[src/design/tlpq_pkg.sv]
package tlpq_pkg;

    localparam int IdW       = 31;
    localparam int NameLowW  = 64;
    localparam int NameHighW = 56;
    localparam int StatusW   = 3;
    localparam int Levels    = 3;

    // operation codes
    localparam logic FUNC_ENQ = 1'b0;
    localparam logic FUNC_DEQ = 1'b1;

    // result status codes
    localparam logic [StatusW-1:0] ST_ENQUEUED = 3'd0;
    localparam logic [StatusW-1:0] ST_DEQUEUED = 3'd1;
    localparam logic [StatusW-1:0] ST_EMPTY    = 3'd2;
    localparam logic [StatusW-1:0] ST_FULL     = 3'd3;
    localparam logic [StatusW-1:0] ST_BADPRIO  = 3'd4;

    // priority code that no level serves
    localparam logic [1:0] PRIO_NONE = 2'd0;

    // transaction as it travels along the chain of level cells
    typedef struct packed {
        logic                 func;
        logic [1:0]           prio;
        logic                 done;
        logic [StatusW-1:0]   status;
        logic [IdW-1:0]       id;
        logic [NameLowW-1:0]  name_low;
        logic [NameHighW-1:0] name_high;
    } req_t;

endpackage

[src/design/tlpq_cell.sv]
module tlpq_cell #(
    parameter int         ENTRIES = 16,
    parameter logic [1:0] LEVEL   = 2'd3
) (
    input  logic           aclk,
    input  logic           aresetn,
    input  logic           adv,
    input  logic           in_valid,
    input  tlpq_pkg::req_t in_req,
    output logic           out_valid,
    output tlpq_pkg::req_t out_req
);
    import tlpq_pkg::*;

    localparam int IdxW = (ENTRIES > 1) ? $clog2(ENTRIES) : 1;
    localparam int CntW = $clog2(ENTRIES + 1);
    localparam int SumW = CntW + 1;
    localparam logic [CntW-1:0] Full    = CntW'(ENTRIES);
    localparam logic [IdxW-1:0] LastIdx = IdxW'(ENTRIES - 1);
    localparam logic [SumW-1:0] Wrap    = SumW'(ENTRIES);

    logic [CntW-1:0] count_reg;
    logic [IdxW-1:0] head_reg;
    logic            valid_reg;
    req_t            req_reg;
    logic            hit_reg;
    logic [IdW-1:0]       rd_id_reg;
    logic [NameLowW-1:0]  rd_low_reg;
    logic [NameHighW-1:0] rd_high_reg;

    logic [IdW-1:0]       mem_id   [ENTRIES];
    logic [NameLowW-1:0]  mem_low  [ENTRIES];
    logic [NameHighW-1:0] mem_high [ENTRIES];

    logic            mine;
    logic            enq_hit;
    logic            wr_en;
    logic            full_hit;
    logic            deq_hit;
    logic [SumW-1:0] sum;
    logic [SumW-1:0] tail_wide;
    logic [IdxW-1:0] tail_idx;
    logic [IdxW-1:0] head_inc;
    req_t            req_next;

    // decide what this level does with the passing transaction
    always_comb begin
        mine      = (in_req.func == FUNC_ENQ) && (in_req.prio == LEVEL);
        enq_hit   = in_valid && !in_req.done && mine;
        wr_en     = enq_hit && (count_reg != Full);
        full_hit  = enq_hit && (count_reg == Full);
        deq_hit   = in_valid && !in_req.done && (in_req.func == FUNC_DEQ) &&
                    (count_reg != '0);
        sum       = SumW'(head_reg) + SumW'(count_reg);
        tail_wide = (sum >= Wrap) ? (sum - Wrap) : sum;
        tail_idx  = tail_wide[IdxW-1:0];
        head_inc  = (head_reg == LastIdx) ? '0 : (head_reg + 1'b1);
        req_next  = in_req;
        priority if (wr_en) begin
            req_next.done   = 1'b1;
            req_next.status = ST_ENQUEUED;
        end else if (full_hit) begin
            req_next.done   = 1'b1;
            req_next.status = ST_FULL;
        end else if (deq_hit) begin
            req_next.done   = 1'b1;
            req_next.status = ST_DEQUEUED;
        end
    end

    // level bookkeeping
    always_ff @(posedge aclk) begin
        if (!aresetn) begin
            valid_reg <= 1'b0;
            count_reg <= '0;
            head_reg  <= '0;
        end else if (adv) begin
            valid_reg <= in_valid;
            if (wr_en) begin
                count_reg <= count_reg + 1'b1;
            end else if (deq_hit) begin
                count_reg <= count_reg - 1'b1;
                head_reg  <= head_inc;
            end
        end
    end

    // entry storage and hand-off to the next cell
    always_ff @(posedge aclk) begin
        if (adv) begin
            req_reg     <= req_next;
            hit_reg     <= deq_hit;
            rd_id_reg   <= mem_id[head_reg];
            rd_low_reg  <= mem_low[head_reg];
            rd_high_reg <= mem_high[head_reg];
            if (wr_en) begin
                mem_id[tail_idx]   <= in_req.id;
                mem_low[tail_idx]  <= in_req.name_low;
                mem_high[tail_idx] <= in_req.name_high;
            end
        end
    end

    // dequeued entry replaces the payload
    always_comb begin
        out_req = req_reg;
        if (hit_reg) begin
            out_req.id        = rd_id_reg;
            out_req.name_low  = rd_low_reg;
            out_req.name_high = rd_high_reg;
        end
    end

    assign out_valid = valid_reg;

    a_count_bound: assert property (@(posedge aclk) disable iff (!aresetn)
        count_reg <= Full)
        else $error("level count above capacity");

    a_enq_count: assert property (@(posedge aclk) disable iff (!aresetn)
        (adv && wr_en) |=> (count_reg == CntW'($past(count_reg) + 1'b1)))
        else $error("enqueue did not grow the level");

    a_deq_count: assert property (@(posedge aclk) disable iff (!aresetn)
        (adv && deq_hit) |=> (count_reg == CntW'($past(count_reg) - 1'b1)) &&
                             (head_reg == $past(head_inc)))
        else $error("dequeue did not shrink the level");

endmodule

[config.mk]
export PLATFORM = sky130hd
export DESIGN_NAME = tlpq_cell
export DESIGN_NICKNAME = d
export VERILOG_FILES = /design/src/design/tlpq_pkg.sv /design/src/design/tlpq_cell.sv
export SDC_FILE = /design/constraint.sdc
export NUM_CORES = 2
export LEC_CHECK = 0
export BUFFER_PORTS_ARGS = -buffer_cell sky130_fd_sc_hd__buf_2
export CORE_MARGIN = 2
export CORE_UTILIZATION = 55
export CTS_BUF_LIST = sky130_fd_sc_hd__clkbuf_4
export CTS_CLUSTER_SIZE = 30
export DETAILED_ROUTE_END_ITERATION = 6
export PLACE_DENSITY_LB_ADDON = 0.25
export SKIP_LAST_GASP = 1
export SYNTH_ARGS = -nofsm -noshare
export SYNTH_HDL_FRONTEND = slang
export SYNTH_SLANG_ARGS = --single-unit
[constraint.sdc]
create_clock -name aclk -period 10.18 [get_ports aclk]
set_clock_uncertainty 0.05 [all_clocks]
set_input_delay 1.527 -clock aclk [delete_from_list [all_inputs] [get_ports aclk]]
set_output_delay 1.527 -clock aclk [all_outputs]
set_load 0.05 [all_outputs]
==> impl_metrics.env <==
export IMPL_clock_latency_ps=1350
export IMPL_path_clk_slew_ps=70
export IMPL_drc_errors=0
export IMPL_grt_setup_unrepaired="false"
export IMPL_yosys_top_cells_count="edfxtp_1 (2726), mux4_2 (604), mux2i_1 (157)"
export IMPL_largest_register_ffs=1024
export IMPL_yosysWarnings=0
export IMPL_worst_pin_slew_ps=1260
export IMPL_synth_avg_cell_area_um2=23.3
export IMPL_ant_nets=0
export IMPL_h_tree_depth=6
export IMPL_cts_setup_buffers=0
export IMPL_worstPathRequired_ps=8600
export IMPL_cts_root_buffer="clkbuf_4"
export IMPL_ys_types=41
export IMPL_async_flop_share=0
export IMPL_cts_resized=0
export IMPL_synth_edf_count=2726
export IMPL_r2r_end="rd_low_reg[24]"
export IMPL_status="complete, no violations"
export IMPL_numPortBuffers=320
export IMPL_timing_final_crit_share=0.493
export IMPL_slew_headroom=0.163
export IMPL_crit_path_start_kind="register"
export IMPL_crit_arrival_ps=3440
export IMPL_grt_max_degree=135
export IMPL_clk_path_buf_depth=4
export IMPL_cap_violations=0
export IMPL_drtIter0Drc=4586
export IMPL_first_pass_iters=7
export IMPL_ys_seq_area_frac=0.791
export IMPL_critPathLaunch="hit_reg"
export IMPL_die_area_um2=192000
export IMPL_worstPathMaxFanout=48
export IMPL_regToRegSetupSlack_ps=5600
export IMPL_synthesis_nets=4621
export IMPL_overflow=0
export IMPL_rows=159
export IMPL_post_synth_top_count_cell="edfxtp_1"
export IMPL_setup_violations=0
export IMPL_route_detailed_wl_per_inst_um=27.1
export IMPL_synth_top_cell_by_area="edfxtp_1"
export IMPL_ys_flop_type="edfxtp_1"
export IMPL_vias=49298
export IMPL_final_core_util=0.620
export IMPL_ys_seq_elements=2736
export IMPL_cts_made_buffers=688
export IMPL_grt_pass1_vias=51492
export IMPL_end_kind="output port"
export IMPL_start_util=0.553
export IMPL_antenna_found_initial=30
export IMPL_cts_tree="yes"
export IMPL_max_freq_mhz=199
export IMPL_die_h_um=438
export IMPL_final_nets=5456
export IMPL_max_vdd_ir_drop_v=0.000107
export IMPL_synth_area_top_cells="edfxtp_1 (79%), mux4_2 (13%), mux2_2 (1.6%), mux2i_1 (1.5%), a211oi_1 (1.1%)"
export IMPL_hold_violations=0
export IMPL_dieWidth_um=438
export IMPL_slew_viol_final=0
export IMPL_fp_coreArea_um2=188000
export IMPL_crit_end="out_req[141]"
export IMPL_netlist_instances=4449
export IMPL_dpl_hpwl_um=111000
export IMPL_rr_startpoint="head_reg[0]"
export IMPL_drive_gt1_frac=0.379
export IMPL_crit_type="reg2out"
export IMPL_area_growth_pct=12.1
export IMPL_holdCritPathClass="in2reg"
export IMPL_period_needed_ps=5010
export IMPL_netlist_area_leader_share=0.789
export IMPL_p_leak_uw=0.0364
export IMPL_wl_um=224000
export IMPL_cts_hold_buf=0
export IMPL_place_gp_congestion=0.744
export IMPL_grt_pass1_wl_um=331000
export IMPL_reg2reg_depth=7
export IMPL_fin_setup_tns_ps=0
export IMPL_syn_area_um2=104000
export IMPL_pin_count=321
export IMPL_reg_top3="mem_low: 1024 flops, mem_high: 896 flops, mem_id: 496 flops"
export IMPL_top_register="mem_low"
export IMPL_power_density_nw_per_um2=188
export IMPL_grtUsageTotal=0.235
export IMPL_cts_sinks=2736
export IMPL_viasPerCell=5.97
layer usage:
layer	share of wire	track usage	up-vias	wire (um)
met5	0.00041	0	-	91
met4	0.021	0.0740	16	4760
li1	-	-	20989	-
met3	0.069	0.0503	350	15300
met1	0.42	0.328	26068	92800
met2	0.49	0.377	1875	110000
stage by stage:
step	area [um^2]	instances	hold WS, ps	power, uW	setup slack (ps)
final	116000	8257	346	21900	5170
after floorplan	104000	4449	440	13000	537
after global placement	108000	7089	447	13300	4810
after detailed placement	108000	7089	456	13300	4730
after global routing	116000	8256	199	22700	4940
after CTS	116000	8249	162	22100	4960
report_power, final:
part	switching [uW]	total [uW]	internal (uW)
sequential	24.3	12500	12500
clock	4170	8770	4600
combinational	470	611	141
total	4670	21900	17200
how the worst min path moves through the flow:
stage | startpoint | end | cells past startpoint
after floorplan | count_reg[3] | count_reg[3] | 2
after detailed placement | out_valid | out_valid | 2
final | in_req[155] | out_req[155] | 1
after global routing | in_req[156] | out_req[156] | 1
after global placement | out_valid | out_valid | 2
after CTS | in_req[156] | out_req[156] | 1
cell families after synthesis:
group / Yosys count / synth area share
simple gates: 217 / 0.0123
buf+inv: 250 / 0.0134
mux: 912 / 0.163
flops: 2736 / 0.791
fa+ha+maj: 10 / 0.00135
compound gates: 317 / 0.0192
xor+xnor: 7 / 0.000591
layout by cell type, fill, tap and decap left out, types with 2 or more instances in the layout:
master         n
a211oi_1     151
a21boi_0       3
a21oi_1      156
and2_1         3
and3_1         2
buf_12        20
buf_2        319
buf_4         51
bufinv_16      9
clkbuf_4     971
clkinv_1     150
clkinv_2      13
clkinvlp_4     3
dfxtp_1        6
dfxtp_4        4
diode_2        8
edfxtp_1    2726
fa_1           2
ha_1           8
inv_1          3
inv_2         15
mux2_2       151
mux2i_1      157
mux4_2       604
nand2_1       20
nand3_1        6
nand3b_1       3
nand4_1        2
nand4b_1       3
nor2_1         3
nor2_4        16
nor2b_1      152
or3_1          2
xnor2_1        5
xor2_1         2
final cells by class:
class / count / area, um^2
Clock buffer: 971 / 7290
Tap cell: 2495 / 3120
Sequential cell: 2736 / 82100
Fill cell: 12937 / 71200
Clock inverter: 189 / 973
Multi-Input combinational cell: 1463 / 20500
Timing Repair Buffer: 391 / 2390
Inverter: 4 / 15.0
Antenna cell: 8 / 20.0
worst max-delay path, cell delays in order (launching register included):
cell	delay, ps
edfxtp_1	630
buf_4	650
mux2_2	450
buf_2	220
No activity file was read; power rests on OpenSTA's default activity.
